### config.mk
export PLATFORM = sky130hd
export DESIGN_NAME = move_count_record_parser_unit
export DESIGN_NICKNAME = d
export VERILOG_FILES = /design/src/design/mcrp_pkg.sv /design/src/design/mcrp_parser.sv /design/src/design/mcrp_result_queue.sv /design/src/design/move_count_record_parser_unit.sv
export SDC_FILE = /design/constraint.sdc
export NUM_CORES = 1
export LEC_CHECK = 0
export ABC_AREA = 1
export BUFFER_PORTS_ARGS = -buffer_cell sky130_fd_sc_hd__buf_2
export CAP_MARGIN = 10
export CELL_PAD_IN_SITES_DETAIL_PLACEMENT = 0
export CELL_PAD_IN_SITES_GLOBAL_PLACEMENT = 1
export CORE_MARGIN = 4
export CORE_UTILIZATION = 50
export DETAILED_ROUTE_END_ITERATION = 8
export PLACE_DENSITY = 0.93
export SLEW_MARGIN = 20
export SYNTH_ARGS = -nofsm -noshare
export SYNTH_HDL_FRONTEND = slang
export SYNTH_SLANG_ARGS = --single-unit
### constraint.sdc
create_clock -name clock -period 9.95 [get_ports clock]
set_clock_uncertainty 0.1 [all_clocks]
set_input_delay 0.4975 -clock clock [delete_from_list [all_inputs] [get_ports clock]]
set_output_delay 0.4975 -clock clock [all_outputs]
set_load 0.005 [all_outputs]
### src/design/mcrp_pkg.sv
package mcrp_pkg;

   typedef enum logic [1:0] {
      PH_HASH   = 2'd0,
      PH_HEADER = 2'd1,
      PH_RECORD = 2'd2
   } phase_type;

   localparam int HASH_W   = 64;
   localparam int MOVE_W   = 16;
   localparam int COUNT_W  = 20;
   localparam int REMAIN_W = 15;
   localparam int HEADER_W = 16;
   localparam int RECORD_W = 32;

   // Bytes in one record for each header mode, and bytes in one header
   localparam logic [2:0] FLAT_RECORD_BYTES    = 3'd2;
   localparam logic [2:0] COUNTED_RECORD_BYTES = 3'd4;
   localparam logic [2:0] HEADER_BYTES         = 3'd2;

   typedef struct packed {
      logic [HASH_W-1:0]  position_hash;
      logic [MOVE_W-1:0]  move_id;
      logic [COUNT_W-1:0] move_count;
      logic               flat_record;
      logic               last_of_position;
      logic               empty_position;
      logic               truncated;
   } result_type;

   typedef struct packed {
      logic room;
      logic valid;
   } queue_status_type;

endpackage

### src/design/mcrp_parser.sv
module mcrp_parser
   import mcrp_pkg::*;
(
   input  logic       clock,
   input  logic       reset,
   input  logic       step,
   input  logic [7:0] data_byte,
   input  logic       end_of_stream,
   output logic       emit,
   output result_type result
);

   phase_type             phase_ff, phase_in;
   logic [2:0]            bpos_ff, bpos_in;
   logic [HASH_W-1:0]     hash_ff, hash_in;
   logic [HEADER_W-1:0]   header_ff, header_in;
   logic [RECORD_W-1:0]   record_ff, record_in;
   logic [REMAIN_W-1:0]   remain_ff, remain_in;
   logic                  flat_ff, flat_in;

   always_comb begin
      logic [2:0] bpos_inc;
      logic [2:0] need;
      logic       mid;

      bpos_inc  = bpos_ff + 3'd1;
      need      = flat_ff ? FLAT_RECORD_BYTES : COUNTED_RECORD_BYTES;
      phase_in  = phase_ff;
      bpos_in   = bpos_inc;
      hash_in   = hash_ff;
      header_in = header_ff;
      record_in = record_ff;
      remain_in = remain_ff;
      flat_in   = flat_ff;
      emit      = 1'b0;
      result    = '0;

      unique case (phase_ff)
         PH_HEADER: begin
            header_in = {header_ff[7:0], data_byte};
            if (bpos_inc >= HEADER_BYTES) begin
               bpos_in   = 3'd0;
               flat_in   = header_in[HEADER_W-1];
               remain_in = header_in[REMAIN_W-1:0];
               if (remain_in == '0) begin
                  emit                    = 1'b1;
                  result.position_hash    = hash_ff;
                  result.flat_record      = flat_in;
                  result.last_of_position = 1'b1;
                  result.empty_position   = 1'b1;
                  phase_in                = PH_HASH;
               end else begin
                  phase_in = PH_RECORD;
               end
            end
         end
         PH_RECORD: begin
            record_in = {record_ff[RECORD_W-9:0], data_byte};
            if (bpos_inc >= need) begin
               bpos_in              = 3'd0;
               emit                 = 1'b1;
               result.position_hash = hash_ff;
               result.flat_record   = flat_ff;
               if (flat_ff) begin
                  result.move_id    = record_in[MOVE_W-1:0];
                  result.move_count = COUNT_W'(1);
               end else begin
                  result.move_id    = {4'd0, record_in[RECORD_W-1:COUNT_W]};
                  result.move_count = record_in[COUNT_W-1:0];
               end
               remain_in = remain_ff - REMAIN_W'(1);
               if (remain_in == '0) begin
                  result.last_of_position = 1'b1;
                  phase_in                = PH_HASH;
               end
            end
         end
         default: begin
            // unused phase code behaves as hash phase
            phase_in = PH_HASH;
            hash_in  = {hash_ff[HASH_W-9:0], data_byte};
            if (bpos_inc == 3'd0) begin
               phase_in  = PH_HEADER;
               header_in = '0;
            end
         end
      endcase

      if (end_of_stream) begin
         mid = !(phase_in == PH_HASH && bpos_in == 3'd0);
         if (mid) begin
            if (!emit) begin
               result = '0;
            end
            emit             = 1'b1;
            result.truncated = 1'b1;
         end
         // return to reset state for the next stream
         phase_in  = PH_HASH;
         bpos_in   = 3'd0;
         hash_in   = '0;
         header_in = '0;
         record_in = '0;
         remain_in = '0;
         flat_in   = 1'b0;
      end
   end

   always_ff @(posedge clock) begin
      if (reset) begin
         phase_ff  <= PH_HASH;
         bpos_ff   <= 3'd0;
         hash_ff   <= '0;
         header_ff <= '0;
         record_ff <= '0;
         remain_ff <= '0;
         flat_ff   <= 1'b0;
      end else if (step) begin
         phase_ff  <= phase_in;
         bpos_ff   <= bpos_in;
         hash_ff   <= hash_in;
         header_ff <= header_in;
         record_ff <= record_in;
         remain_ff <= remain_in;
         flat_ff   <= flat_in;
      end
   end

endmodule

### src/design/mcrp_result_queue.sv
module mcrp_result_queue
   import mcrp_pkg::*;
(
   input  logic             clock,
   input  logic             reset,
   input  logic             push,
   input  result_type       push_data,
   input  logic             pop,
   output queue_status_type status,
   output result_type       head
);

   result_type entry_ff [2];
   logic       wr_ptr_ff, wr_ptr_in;
   logic       rd_ptr_ff, rd_ptr_in;
   logic [1:0] count_ff, count_in;

   always_comb begin
      wr_ptr_in = wr_ptr_ff ^ push;
      rd_ptr_in = rd_ptr_ff ^ pop;
      count_in  = count_ff + {1'b0, push} - {1'b0, pop};
   end

   assign status.room  = (count_ff != 2'd2);
   assign status.valid = (count_ff != 2'd0);
   assign head         = entry_ff[rd_ptr_ff];

   always_ff @(posedge clock) begin
      if (push) begin
         entry_ff[wr_ptr_ff] <= push_data;
      end
   end

   always_ff @(posedge clock) begin
      if (reset) begin
         wr_ptr_ff <= 1'b0;
         rd_ptr_ff <= 1'b0;
         count_ff  <= 2'd0;
      end else begin
         wr_ptr_ff <= wr_ptr_in;
         rd_ptr_ff <= rd_ptr_in;
         count_ff  <= count_in;
      end
   end

endmodule

### src/design/move_count_record_parser_unit.sv
// Move-count record parser: takes a big-endian byte stream of position
// entries (8-byte hash, 2-byte header, records) on the req_ channel, one
// byte per transfer, with req_end_of_stream on the final byte.
// The rsp_ channel gives one result per completed record, a marker result
// for a position with no records, and a truncation result when the stream
// ends inside an entry.
// Throughput: one byte per cycle while the result queue has room. Each byte is
// held in the input register and takes one pass through the parser step logic,
// which updates the parse state and writes the result queue.
// A result is visible on rsp_ once the byte that completes it has passed the
// input register and the parser step, and transfers when rsp_stall is low.
// A two-entry result queue keeps bytes flowing while one result waits on
// a stalled receiver; req_stall rises only when the input register holds a
// byte and the queue is full. Bytes that produce no result wait as well
// until the queue has room.
// Reset (synchronous) empties the queue and input register and returns the
// parser to the start of a hash. After the end-of-stream byte the parser
// is ready for a new stream.
module move_count_record_parser_unit
   import mcrp_pkg::*;
(
   input  logic               clock,
   input  logic               reset,
   input  logic               req_valid,
   output logic               req_stall,
   input  logic [7:0]         req_data_byte,
   input  logic               req_end_of_stream,
   output logic               rsp_valid,
   input  logic               rsp_stall,
   output logic [HASH_W-1:0]  rsp_position_hash,
   output logic [MOVE_W-1:0]  rsp_move_id,
   output logic [COUNT_W-1:0] rsp_move_count,
   output logic               rsp_flat_record,
   output logic               rsp_last_of_position,
   output logic               rsp_empty_position,
   output logic               rsp_truncated
);

   logic             in_valid_ff, in_valid_in;
   logic [7:0]       in_byte_ff;
   logic             in_eos_ff;
   logic             req_xfer;
   logic             consume;
   logic             emit;
   logic             pop;
   result_type       step_result;
   result_type       head;
   queue_status_type qstat;

   assign consume   = in_valid_ff && qstat.room;
   assign req_stall = in_valid_ff && !qstat.room;
   assign req_xfer  = req_valid && !req_stall;
   assign pop       = qstat.valid && !rsp_stall;

   always_comb begin
      in_valid_in = in_valid_ff;
      if (req_xfer) begin
         in_valid_in = 1'b1;
      end else if (consume) begin
         in_valid_in = 1'b0;
      end
   end

   always_ff @(posedge clock) begin
      if (reset) begin
         in_valid_ff <= 1'b0;
      end else begin
         in_valid_ff <= in_valid_in;
      end
   end

   always_ff @(posedge clock) begin
      if (req_xfer) begin
         in_byte_ff <= req_data_byte;
         in_eos_ff  <= req_end_of_stream;
      end
   end

   mcrp_parser u_parser (
      .clock         (clock),
      .reset         (reset),
      .step          (consume),
      .data_byte     (in_byte_ff),
      .end_of_stream (in_eos_ff),
      .emit          (emit),
      .result        (step_result)
   );

   mcrp_result_queue u_queue (
      .clock     (clock),
      .reset     (reset),
      .push      (consume && emit),
      .push_data (step_result),
      .pop       (pop),
      .status    (qstat),
      .head      (head)
   );

   assign rsp_valid            = qstat.valid;
   assign rsp_position_hash    = head.position_hash;
   assign rsp_move_id          = head.move_id;
   assign rsp_move_count       = head.move_count;
   assign rsp_flat_record      = head.flat_record;
   assign rsp_last_of_position = head.last_of_position;
   assign rsp_empty_position   = head.empty_position;
   assign rsp_truncated        = head.truncated;

   a_full_has_result : assert property (@(posedge clock) disable iff (reset)
      !qstat.room |-> rsp_valid)
      else $error("result queue full without a result on rsp");

   a_consume_drains : assert property (@(posedge clock) disable iff (reset)
      (consume && !req_xfer) |=> !in_valid_ff)
      else $error("input register kept a byte that was consumed");

   a_trunc_not_empty : assert property (@(posedge clock) disable iff (reset)
      (rsp_valid && rsp_truncated) |-> !rsp_empty_position)
      else $error("truncation flagged on an empty-position marker");

   a_empty_marker : assert property (@(posedge clock) disable iff (reset)
      (rsp_valid && rsp_empty_position) |->
         (rsp_last_of_position && rsp_move_count == '0 && rsp_move_id == '0))
      else $error("empty-position marker carries a record");

endmodule

Word-level counts from Yosys, hierarchy flattened
Memories as Yosys holds them, arrays and structs flattened. A register that Yosys moved wholly into a read port is not among the register bits.
Index checks and enable logic that the tools add are counted.
- register bits: 131
- RAM bits: 208
- input port bits: 13
- output and inout bits: 106
- word-level logic and storage cells: 107
- memories: 1
- add/subtract/negate cells: 4
- order comparisons: 2
- equality and inequality tests: 7
- muxes and demuxes: 51
- bitwise gates (word level): 2
- reduce and logical (&&, ||, !) cells: 27
- memory list (memory ; depth ; bits a word ; read ports ; clocked after memory_dff ; write ports ; RTL line ; source):
    u_queue.entry_ff ; 2 ; 104 ; 1 ; 1 ; 1 ; mcrp_result_queue.sv:13 ; result_type entry_ff [2];
- operators by type and width (kind ; count):
    two-way mux 104 bit ; 3
    two-way mux 64 bit ; 4
    case mux 64 bit (2 select lines) ; 1
    two-way mux 102 bit ; 1
    two-way mux 36 bit ; 2
    two-way mux 24 bit ; 2
    two-way mux 15 bit ; 3
    logical NOT 15 bit ; 2
    case mux 15 bit (2 select lines) ; 1
    two-way mux 3 bit ; 6
    two-way mux 1 bit ; 16
    two-way mux 8 bit ; 2
    case mux 8 bit (2 select lines) ; 1
    subtractor 15 x 1 -> 15 bit (second input constant) ; 1
    two-way mux 2 bit ; 5
    nonzero test 2 bit ; 5
    case mux 2 bit (2 select lines) ; 2
    logical AND 1 bit ; 6
    logical NOT 3 bit ; 2
    != test 3 x 2 -> 1 bit (second input constant) ; 2
    case mux 3 bit (2 select lines) ; 1
    AND reduction 3 bit ; 2
    nonzero test 3 bit ; 2
    != test 2 bit (second input constant) ; 2
    15 further kinds ; 19

Depth between registers and ports, before layout
Gate-level depths: netlist (run 1).
- depth in word-level cells: 12
- gate-level depth with buffers: 26
- depth with buffers taken out: 26

Hierarchy
A second synthesis (run 1) with hierarchy kept.
- cells, all modules: 1348
- area total of the unflattened synthesis: 14547.7 µm²
- modules (own cells, without submodules) (module ; times used ; cells an instance ; area each (µm²) ; seq. area each (µm²)):
    mcrp_result_queue ; 1 ; 351 ; 7965.1 ; 6326.1
    mcrp_parser ; 1 ; 975 ; 6241.0 ; 2342.2
    move_count_record_parser_unit ; 1 ; 22 ; 341.6 ; 290.3

Worst setup path after synthesis (run 1)
OpenSTA, ideal clock, no wires.
- path kind: reg2reg
- from: register u_parser.bpos_ff[0]
- to: memory u_queue.entry_ff[1][0] in the netlist's numbering (enable)
- setup time: 0.475 ns
- arrival: 4.643 ns
- required time: 9.375 ns
- setup slack: 4.732 ns
- cell stages (with the launch flop): 21
- buffers on the path: 0
- period minus slack after synthesis: 5.218 ns
- cells stage by stage: dfxtp_1 -> ha_1 -> xnor2_1 -> inv_1 -> ha_1 -> inv_1 -> o21bai_1 -> nor2_1 -> nor2_1 -> nand2_1 -> nor2_1 -> nand2_1 -> nor2_2 -> nand2_1 -> nand2_1 -> nand2_2 -> nand2_2 -> nand3_4 -> nand2_1 -> a21oi_1 -> ha_1
- cells in the longest elaborated chain, start to end: 11
- elaborated cells between the ends (all ways): 22
- classes of those cells: add/sub: 1; order compare: 2; mux: 14; reduce/logical: 5
- RTL lines (what ; RTL line ; source):
    start, declared ; mcrp_parser.sv:14 ; logic [2:0] bpos_ff, bpos_in;
    start signal, assigned ; mcrp_parser.sv:120 ; bpos_ff <= bpos_in;
    adder 3 x 1 -> 3 bit (*) ; mcrp_parser.sv:26 ; bpos_inc = bpos_ff + 3'd1;
    >= comparator 3 bit, or another cell as far along ; mcrp_parser.sv:59 ; if (bpos_inc >= need) begin
    two-way mux 3 bit, or another cell as far along ; mcrp_parser.sv:59 ;
    case mux 3 bit (2 select lines) / case mux 2 bit (2 select lines) (equally long branches) ; mcrp_parser.sv:38 ; unique case (phase_ff)
    logical NOT 3 bit / logical NOT 2 bit (equally long branches) ; mcrp_parser.sv:90 ; mid = !(phase_in == PH_HASH && bpos_in == 3'd0);
    logical AND 1 bit ; mcrp_parser.sv:90 ;
    two-way mux 1 bit ; mcrp_parser.sv:91 ; if (mid) begin
    two-way mux 1 bit (*) ; mcrp_parser.sv:89 ; if (end_of_stream) begin
    logical AND 1 bit (*) ; move_count_record_parser_unit.sv:92 ; .push (consume && emit),
    two-way mux 1 bit (*) ; mcrp_result_queue.sv:29 ; if (push) begin
    two-way mux 1 bit (not written as such) (*) ; mcrp_result_queue.sv:30 ; entry_ff[wr_ptr_ff] <= push_data;
    end, declared ; mcrp_result_queue.sv:13 ;
Every way passes the cells marked *; elsewhere a longest branch is shown, timed or not.

Final worst setup path (run 1)
- from: register u_parser.bpos_ff[0]
- to: memory u_queue.entry_ff[0][22] in the netlist's numbering (enable)
The elaborated chain is that of the path after synthesis.

==> metrics, run 1 <==
Initial DRT Pass Iterations 5; num ports 119; Max Slew Vio Count 0; hold_sp req_data_byte[1]; design area 0.0163 sq mm; GRT Util Overall 20.9%; max_slew headroom 32.0%; Synth Instances 1565; CTS sink count 339; Critical Path End Type flop; CTS Root Cell clkbuf_16; Remaining Overflow, GRT 0; CTS-repair resized insts 0; Final Wtd Congestion 0.884; reg2reg start u_parser.bpos_ff[0]; WS Path Type flop to flop; Clock Tree Buf Depth 3; I/O Buffers 118; Post-route DRC 0; Worst VDD drop 166 uV; Post-DP Area 0.0152 sq mm; initial core utilization 51.1%; number of global-route vias before repair 10142; Max Fclk 217 MHz; sequential fraction of the synthesis area 62.6%; synth top area cells edfxtp_1, dfxtp_1, nand2_1, inv_1, nor2_1; WL/cell 15.9 microns; Detail Route Antenna Nets 0; hold buffer count at cts 0; period utilization 46.3%; hold crit path type input port to flop; Critical Path RT 9.99 ns; placed cell count 1990; H-tree levels 2; Setup TNS 0 ns; Fillers 2365; die area 0.0314 sq mm; CTS Buf Count 35; DP HPWL 20800 microns; # Post-CTS Setup Buffers 0; RSZ-0062 raised after global routing no; synth-to-layout area growth 14.0%; first-pass GRT wire length 53000 microns; Via density 5.12; max-cap viol count 0; Final min period 4.61 ns; Vias 10520; pwr dens 215 mW/mm^2; CTS clk-pin slew, worst paths 0.06 ns; yosys warns 0; crit path launch type flop; Setup violations, final 0; Horiz. Die Dim 177 microns; CP Max Fanout 63; Critical Path AT 4.65 ns; post-synth top area share 45.5%; worst-skew pair later-pin latency 0.52 ns; largest net degree at the start of global routing 91; worst slew pin tran 1.02 ns; crit path launch u_parser.bpos_ff[0]; Fin. Hold Viols 0; ANT cells 0; Avg Cell Area, Syn 9.15 sq um; fraction of layout cells with a size suffix above 1 14.3%; 1st-iter DRT viols 940; core footprint 0.0280 sq mm; Synth cell types 34; TritonCTS clock tree built; Die Ht 177 microns; LEAKAGE 6.40 nW; status completed; Post-Route WL 32700 microns; total chip power 0.00352 W; initial antenna violation count 0; Cell Rows 61; area leader, netlist edfxtp_1; Post-Syn Area 0.0143 sq mm; # nets final 1674; Synth Register Bits 339; non-filler cells, final 2054; Synth Net Count 1590
[cell usage in the layout (no fill, tap or decap), drive strengths merged, types with 12 or more instances in the layout]
cell | synthesis | final
dfxtp | 122 | 122
clkbuf | 64 | 46
clkinv | 0 | 15
nand2 | 491 | 491
o21ai | 33 | 33
edfxtp | 217 | 217
o22ai | 31 | 31
buf | 18 | 129
nor2 | 155 | 155
a21oi | 100 | 100
nand3 | 79 | 79
ha | 12 | 12
inv | 204 | 203
[area by class of cell]
type / instances / area [sq um] / area share [%]
well taps: 378 / 473 / 2.90
inverters: 204 / 767 / 4.70
repair buffers: 129 / 676 / 4.14
clock buffers: 46 / 967 / 5.92
flip-flops and latches: 339 / 8960 / 54.9
clock inverters: 18 / 185 / 1.13
multi-input cells: 940 / 4300 / 26.3
[critical path, stage by stage, from the launching register on]
cell      delay [ns]
dfxtp_1         0.36
ha_1            0.23
xnor2_1         0.18
inv_1           0.11
ha_1            0.28
inv_1           0.07
o21bai_1        0.06
nor2_1          0.20
nor2_1          0.08
nand2_1         0.07
nor2_1          0.04
nand2_1         0.08
nor2_2          0.04
nand2_1         0.09
nand2_1         0.05
nand2_1         0.09
nand2_2         0.07
nand3_4         0.10
nand2_1         0.10
a21oi_1         0.38
ha_4            0.61
buf_4           0.78
[path summary, 6_finish.rpt]
path                                           endpoint  slack, ns  depth (start not counted)
worst max-delay path            u_queue.entry_ff[0][22]       5.34                         21
worst min-delay path                      in_byte_ff[1]       0.05                          1
worst max register to register  u_queue.entry_ff[0][22]       5.34                         21
worst min register to register     u_parser.hash_ff[57]       0.37                          2
[power breakdown]
| part | switching [W] | total [W] | internal (W) |
|---|---|---|---|
| sequential | 0.0000482 | 0.00161 | 0.00156 |
| clock | 0.000534 | 0.00128 | 0.000748 |
| combinational | 0.000421 | 0.000630 | 0.000209 |
[logic make-up (layout without fill, tap and decap cells)]
family                   after synthesis  after routing  synth area share [%]
buffers and inverters                286            397                  7.81
AND/OR/NAND/NOR                      731            731                  20.7
AO/OA/AOI/OAI                        190            190                  7.42
flip-flops                           339            339                  62.6
XOR/XNOR                               7              7                 0.428
adder cells (fa/ha/maj)               12             12                  1.05
[per-layer routing]
layer	track usage [%]	vias to the layer above	part of all wire, %
met4	4.90	0	1.6
met5	0	-	0
li1	-	5205	-
met3	3.65	42	6.5
met2	33.8	333	47
met1	29.6	4940	45
[stage by stage]
stage	setup slack (ns)	hold slack [ns]	utilization, %
after floorplan	4.73	0.343	-
after detailed placement	5.33	0.360	54.2
final	5.34	0.0533	58.3
after global placement	5.46	0.354	54.2
after CTS	5.30	0.0391	58.3
after global routing	4.90	0.0395	58.3
[synthesized netlist by cell type (all sizes together)]
| library cell | number |
|---|---|
| nor2 | 155 |
| dfxtp | 122 |
| a21oi | 100 |
| o21a | 1 |
| nor4 | 3 |
| o21ai | 33 |
| a22oi | 4 |
| inv | 204 |
| nand3 | 79 |
| xor2 | 4 |
| o21bai | 1 |
| edfxtp | 217 |
| a221oi | 6 |
| nand4 | 2 |
| o211ai | 3 |
| clkbuf | 64 |
| nand2 | 491 |
| a211oi | 9 |
| a22o | 1 |
| ha | 12 |
| nor3 | 1 |
| xnor2 | 3 |
| o22ai | 31 |
| a31oi | 1 |
| buf | 18 |
[flip-flops by register name (all words and copies together), names as in the netlist]
name and flops:
in_byte_ff 8, in_eos_ff 1, in_valid_ff 1, u_parser.bpos_ff 3, u_parser.flat_ff 1, u_parser.hash_ff 64
u_parser.header_ff 8, u_parser.phase_ff 2, u_parser.record_ff 24, u_parser.remain_ff 15, u_queue.count_ff 2, u_queue.entry_ff 208
u_queue.rd_ptr_ff 1, u_queue.wr_ptr_ff 1
Power figures use the tool's default switching activity.
==> run 2: changes to the inputs <==
--- a/config.mk
+++ b/config.mk
@@ -5,15 +5,15 @@
 export SDC_FILE = /design/constraint.sdc
 export NUM_CORES = 1
 export LEC_CHECK = 0
-export ABC_AREA = 1
+export ABC_AREA = 0
 export BUFFER_PORTS_ARGS = -buffer_cell sky130_fd_sc_hd__buf_2
 export CAP_MARGIN = 10
 export CELL_PAD_IN_SITES_DETAIL_PLACEMENT = 0
 export CELL_PAD_IN_SITES_GLOBAL_PLACEMENT = 1
 export CORE_MARGIN = 4
-export CORE_UTILIZATION = 50
+export CORE_UTILIZATION = 44
 export DETAILED_ROUTE_END_ITERATION = 8
-export PLACE_DENSITY = 0.93
+export PLACE_DENSITY = 0.84
 export SLEW_MARGIN = 20
 export SYNTH_ARGS = -nofsm -noshare
 export SYNTH_HDL_FRONTEND = slang
==> constraint.sdc (replaced) <==
create_clock -name clock -period 4.1 [get_ports clock]
set_clock_uncertainty 0.1 [all_clocks]
set_input_delay 0.205 -clock clock [delete_from_list [all_inputs] [get_ports clock]]
set_output_delay 0.205 -clock clock [all_outputs]
set_load 0.005 [all_outputs]
==> run 2 against run 1 <==
Effect of this change:
- via count fell by 15%
- clock-buffer cell count rose by 3
- synthesized cell count shrank 31%
- power up 120%
- synthesized area shrank 3.7%
- design area fell by 1.0%
- non-clock buffer count is 24 higher
- critical path depth shrank 9
- die area rose by 9.0%
- clock power up 140%
- first-iteration DRC count shrank 24%
- largest power group unchanged
==> metrics, run 2 <==
Synth Flop Type edfxtp_1; post-place setup slack 0.372 ns; CP Max Fanout 21; RSZ-0062 raised after global routing no; I/O Buffers 118; post-synth top area share 47.2%; period utilization 90.4%; fraction of layout cells with a size suffix above 1 25.6%; Detail Route Antenna Nets 0; Synth Net Count 1111; Final min period 3.71 ns; placed cell count 1555; Setup violations, final 0; worst-skew pair later-pin latency 0.51 ns; synth-to-layout area growth 17.2%; yosys warns 0; status completed; DP HPWL 19800 microns; number of global-route vias before repair 8873; most common cell in the synthesized netlist edfxtp_1; design area 0.0162 sq mm; Biggest register u_queue.entry_ff; die area 0.0342 sq mm; most frequent cells after synthesis edfxtp_1, nor2_1, dfxtp_1, mux2_2, and2_1; Vias 8930; max-cap viol count 0; Synth Instances 1086; Initial DRT Pass Iterations 5; Critical Path End Type flop; largest net degree at the start of global routing 73; Horiz. Die Dim 185 microns; initial antenna violation count 0; Avg Cell Area, Syn 12.7 sq um; Via density 5.48; Top Registers u_queue.entry_ff (208), u_parser.hash_ff (64), u_parser.record_ff (24); first-pass GRT wire length 49300 microns; Critical Path AT 3.79 ns; Remaining Overflow, GRT 0; crit path launch type flop; final worst slack 0.393 ns; synth top area cells edfxtp_1, dfxtp_1, mux2_2, a22oi_1, and2_1; hold crit path type input port to flop; Max Slew Vio Count 0; area leader, netlist edfxtp_1; Post-route DRC 0; CTS clk-pin slew, worst paths 0.06 ns; non-filler cells, final 1629; Cell Rows 64; Final Wtd Congestion 0.848; Synth Register Bits 339; TritonCTS clock tree built; Post-Syn Area 0.0138 sq mm; Critical Path RT 4.18 ns; Max Fclk 270 MHz; Post-Route WL 31000 microns; max_slew headroom 33.4%; pwr dens 487 mW/mm^2; Clock Tree Buf Depth 3; WL/cell 19.0 microns; Synth cell types 57; CTS Root Cell clkbuf_16; Largest register FFs 208; # nets final 1233; LEAKAGE 5.55 nW; most frequent cells in the layout edfxtp_1, nor2_1, dfxtp_1; 1st-iter DRT viols 713; CTS sink count 339; core footprint 0.0307 sq mm; Die Ht 185 microns; ANT cells 0; Worst VDD drop 303 uV; GRT Util Overall 18.1%; CTS Buf Count 36; EDFF count, synth 217; WS Path Type flop to flop; Post-synth ARST share 0%; sequential fraction of the synthesis area 64.9%; worst slew pin tran 1.00 ns; Fillers 2664; Fin. Hold Viols 0; H-tree levels 2; initial core utilization 44.9%; Post-DP Area 0.0149 sq mm; num ports 119; commonest non-fill, non-tap cell in the layout edfxtp_1
-- run 2: routing by layer --
layer / GRT usage (%) / vias to the layer above / part of all wire [%]
met5: 0 / - / 0
met4: 4.99 / 0 / 2.2
met3: 2.85 / 54 / 4.8
met2: 30.1 / 219 / 49
met1: 25.0 / 4437 / 44
li1: - / 4220 / -
-- run 2: what timing repair did --
item,in CTS,in global routing
hold endpoints to repair,11,0
setup buffers,0,0
hold buffers,11,0
resized for setup,0,0
-- run 2: through the flow --
step	total power (W)	util (%)	TNS (ns)	hold slack, ns
after floorplan	0.00445	-	-228.63	0.204
final	0.00788	52.6	0	0.106
after global routing	0.00819	52.6	0	0.147
after detailed placement	0.00488	48.5	0	0.283
after global placement	0.00488	48.5	0	0.281
after CTS	0.00796	52.6	0	0.114
-- run 2: path summary, 6_finish.rpt --
kind | cells after the start | slack [ns] | startpoint | end
worst max-delay path | 12 | 0.39 | u_parser.bpos_ff[0] | u_queue.entry_ff[1][93]
worst min register to register | 2 | 0.38 | u_parser.header_ff[4] | u_parser.header_ff[4]
worst max register to register | 12 | 0.39 | u_parser.bpos_ff[0] | u_queue.entry_ff[1][93]
worst min-delay path | 2 | 0.11 | reset | u_parser.record_ff[2]
-- run 2: cell families (layout without fill, tap and decap cells) --
group / Yosys count / in the layout / synth area share, %
flops: 339 / 339 / 64.9
simple gates: 337 / 337 / 12.3
compound gates: 184 / 184 / 9.08
mux: 119 / 119 / 9.59
buf+inv: 85 / 232 / 2.39
fa+ha+maj: 12 / 12 / 1.09
xor+xnor: 10 / 10 / 0.635
-- run 2: layout make-up --
class	count	area, sq um	area share (%)
Clock buffer	49	1030	6.38
Clock inverter	14	101	0.627
Inverter	16	60.1	0.372
Multi-Input combinational cell	662	4550	28.2
Sequential cell	339	8960	55.4
Tap cell	396	495	3.07
Timing Repair Buffer	153	958	5.93
-- run 2: report_power, final --
part	switching, W	internal, W
clock	0.00126	0.00182
combinational	0.000460	0.000479
sequential	0.000136	0.00372
-- run 2: worst max-delay path, stage by stage (launching register included) --
cell and delay (ns):
dfxtp_1 0.36, ha_1 0.25, xnor2_1 0.39, inv_2 0.08, ha_1 0.28, a21oi_1 0.35, a221o_1 0.25, a221o_1 0.18
nand2_1 0.07, o21ai_2 0.13, o21a_1 0.23, ha_4 0.41, buf_4 0.31
==> run 3: changes to the inputs <==
--- a/config.mk
+++ b/config.mk
@@ -11,9 +11,10 @@
 export CELL_PAD_IN_SITES_DETAIL_PLACEMENT = 0
 export CELL_PAD_IN_SITES_GLOBAL_PLACEMENT = 1
 export CORE_MARGIN = 4
-export CORE_UTILIZATION = 44
+export CORE_UTILIZATION = 49
 export DETAILED_ROUTE_END_ITERATION = 8
-export PLACE_DENSITY = 0.84
+export PLACE_DENSITY = 0.88
+export RECOVER_POWER = 50
 export SLEW_MARGIN = 20
 export SYNTH_ARGS = -nofsm -noshare
 export SYNTH_HDL_FRONTEND = slang
==> constraint.sdc (replaced) <==
create_clock -name clock -period 3.63 [get_ports clock]
set_clock_uncertainty 0.1 [all_clocks]
set_input_delay 0.1815 -clock clock [delete_from_list [all_inputs] [get_ports clock]]
set_output_delay 0.1815 -clock clock [all_outputs]
set_load 0.005 [all_outputs]
==> run 3 against run 2 <==
Effect of this change:
- the flow now finishes with violations (capacitance limit, slew limit)
- sequential share of layout area decreased by 0.59 points
- final cell count fell by 0.49%
- core utilization up 6.2 points
- sequential power increased by 12%
- non-clock buffer count increased by 9
- combinational power is 16% higher
- clock power increased by 24%
- hold slack gained 0.017 ns
- critical endpoint is now rsp_empty_position
- highest routed layer unchanged
==> metrics, run 3 (synthesis gave the netlist of run 2 again) <==
status finished with violations; failing checks capacitance limit, slew limit; hold crit path type input port to flop; CTS clk-pin slew, worst paths 0.06 ns; placed cell count 1544; Largest register FFs 208; sequential power share 46.6%; core footprint 0.0278 sq mm; Internal Power 0.00707 W; Sw Ratio 23.5%; commonest non-fill, non-tap cell in the layout edfxtp_1; worst slew pin tran 1.84 ns; initial core utilization 49.7%; Critical Path RT 3.35 ns; met3 WL 1620 microns; Critical Path End Type output pin; CTS Root Cell clkbuf_16; GRT Util Overall 19.1%; # nets final 1241; non-filler cells, final 1621; met1 WL 13200 microns; H-tree levels 2; Critical Path AT 3.15 ns; Via density 5.50; period utilization 94.4%; Vias 8914; Initial DRT Pass Iterations 5; LEAKAGE 5.49 nW; CP Max Fanout 69; Clock Power Share 41.6%; Final min period 3.43 ns; Final Wtd Congestion 0.832; Horiz. Die Dim 176 microns; fin util 58.8%; pwr dens 566 mW/mm^2; Top Registers u_queue.entry_ff (208), u_parser.hash_ff (64), u_parser.record_ff (24); CTS sink count 339; crit path launch type flop; DP HPWL 19000 microns; Highest Signal Layer met4; num ports 119; CTS Buf Count 35; worst-skew pair later-pin latency 0.52 ns; design area 0.0163 sq mm; synth-to-layout area growth 18.4%; WL/cell 18.6 microns; Post-DP Area 0.0150 sq mm; number of global-route vias before repair 8809; fraction of layout cells with a size suffix above 1 21.2%; P_sw 0.00217 W; Worst VDD drop 335 uV; Post-Route WL 30100 microns; ANT cells 0; Fin. Hold Viols 0; most frequent cells in the layout edfxtp_1, nor2_1, dfxtp_1; die area 0.0309 sq mm; WS Path Type flop to output pin; Clock Tree Buf Depth 3; Remaining Overflow, GRT 0; I/O Buffers 118; Max Slew Vio Count 59; RSZ-0062 raised after global routing no; Cell Rows 61; max-cap viol count 2; Die Ht 176 microns; combinational share of power 11.8%; TritonCTS clock tree built; largest net degree at the start of global routing 73; Biggest register u_queue.entry_ff; max_slew headroom -23.1%; initial antenna violation count 0; Post-route DRC 0; first-pass GRT wire length 47800 microns; Detail Route Antenna Nets 0; 1st-iter DRT viols 556; Max Fclk 292 MHz; met2 wire length 14400 microns; Setup violations, final 0
-- run 3: layout make-up --
type | count | area, sq um
Clock inverter | 24 | 350
Multi-Input combinational cell | 662 | 4550
Inverter | 16 | 60.1
Timing Repair Buffer | 162 | 1020
Tap cell | 378 | 473
Clock buffer | 40 | 916
Sequential cell | 339 | 8960
Fill cell | 2241 | 11500
-- run 3: power groups by stage --
stage | clock network [W] | logic (W) | registers, W
finish | 0.00384 | 0.00109 | 0.00430
detailed placement | 0 | 0.00113 | 0.00439
CTS | 0.00391 | 0.00115 | 0.00430
global route | 0.00409 | 0.00118 | 0.00431
global placement | 0 | 0.00113 | 0.00438
floorplan | 0 | 0.000711 | 0.00431
-- run 3: critical path: stages, from the launching register on --
cell and delay [ns]:
dfxtp_1 1.56, buf_12 0.46, mux2_1 0.43, buf_2 0.15
-- run 3: metal layers --
layer / vias up / GRT usage, %
met5: - / 0
met4: 0 / 6.27
met3: 57 / 2.76
met2: 250 / 31.7
met1: 4376 / 26.2
li1: 4231 / -
-- run 3: path summary, 6_finish.rpt --
kind                         start                endpoint  slack (ns)  cells after the start
min reg2reg  u_parser.header_ff[4]   u_parser.header_ff[4]        0.38                      2
max reg2reg    u_parser.bpos_ff[0]     u_queue.count_ff[1]        0.23                     16
min                          reset  u_parser.record_ff[10]        0.12                      2
max              u_queue.rd_ptr_ff      rsp_empty_position        0.20                      3
-- run 3: timing repair --
action,CTS,global route
hold buffers,11,0
resized for setup,0,2
endpoints found under the hold margin,11,0
endpoints found under the setup margin,0,166
buffers inserted,0,2
-- run 3: per-stage QoR --
stage	total power (W)	setup WS, ns	TNS [ns]	hold slack (ns)
after CTS	0.00936	0.139	0	0.103
after floorplan	0.00502	-0.455	-94.66	0.180
final	0.00924	0.203	0	0.123
after detailed placement	0.00552	0.178	0	0.260
after global placement	0.00551	0.211	0	0.258
after global routing	0.00959	0.0125	0	0.152
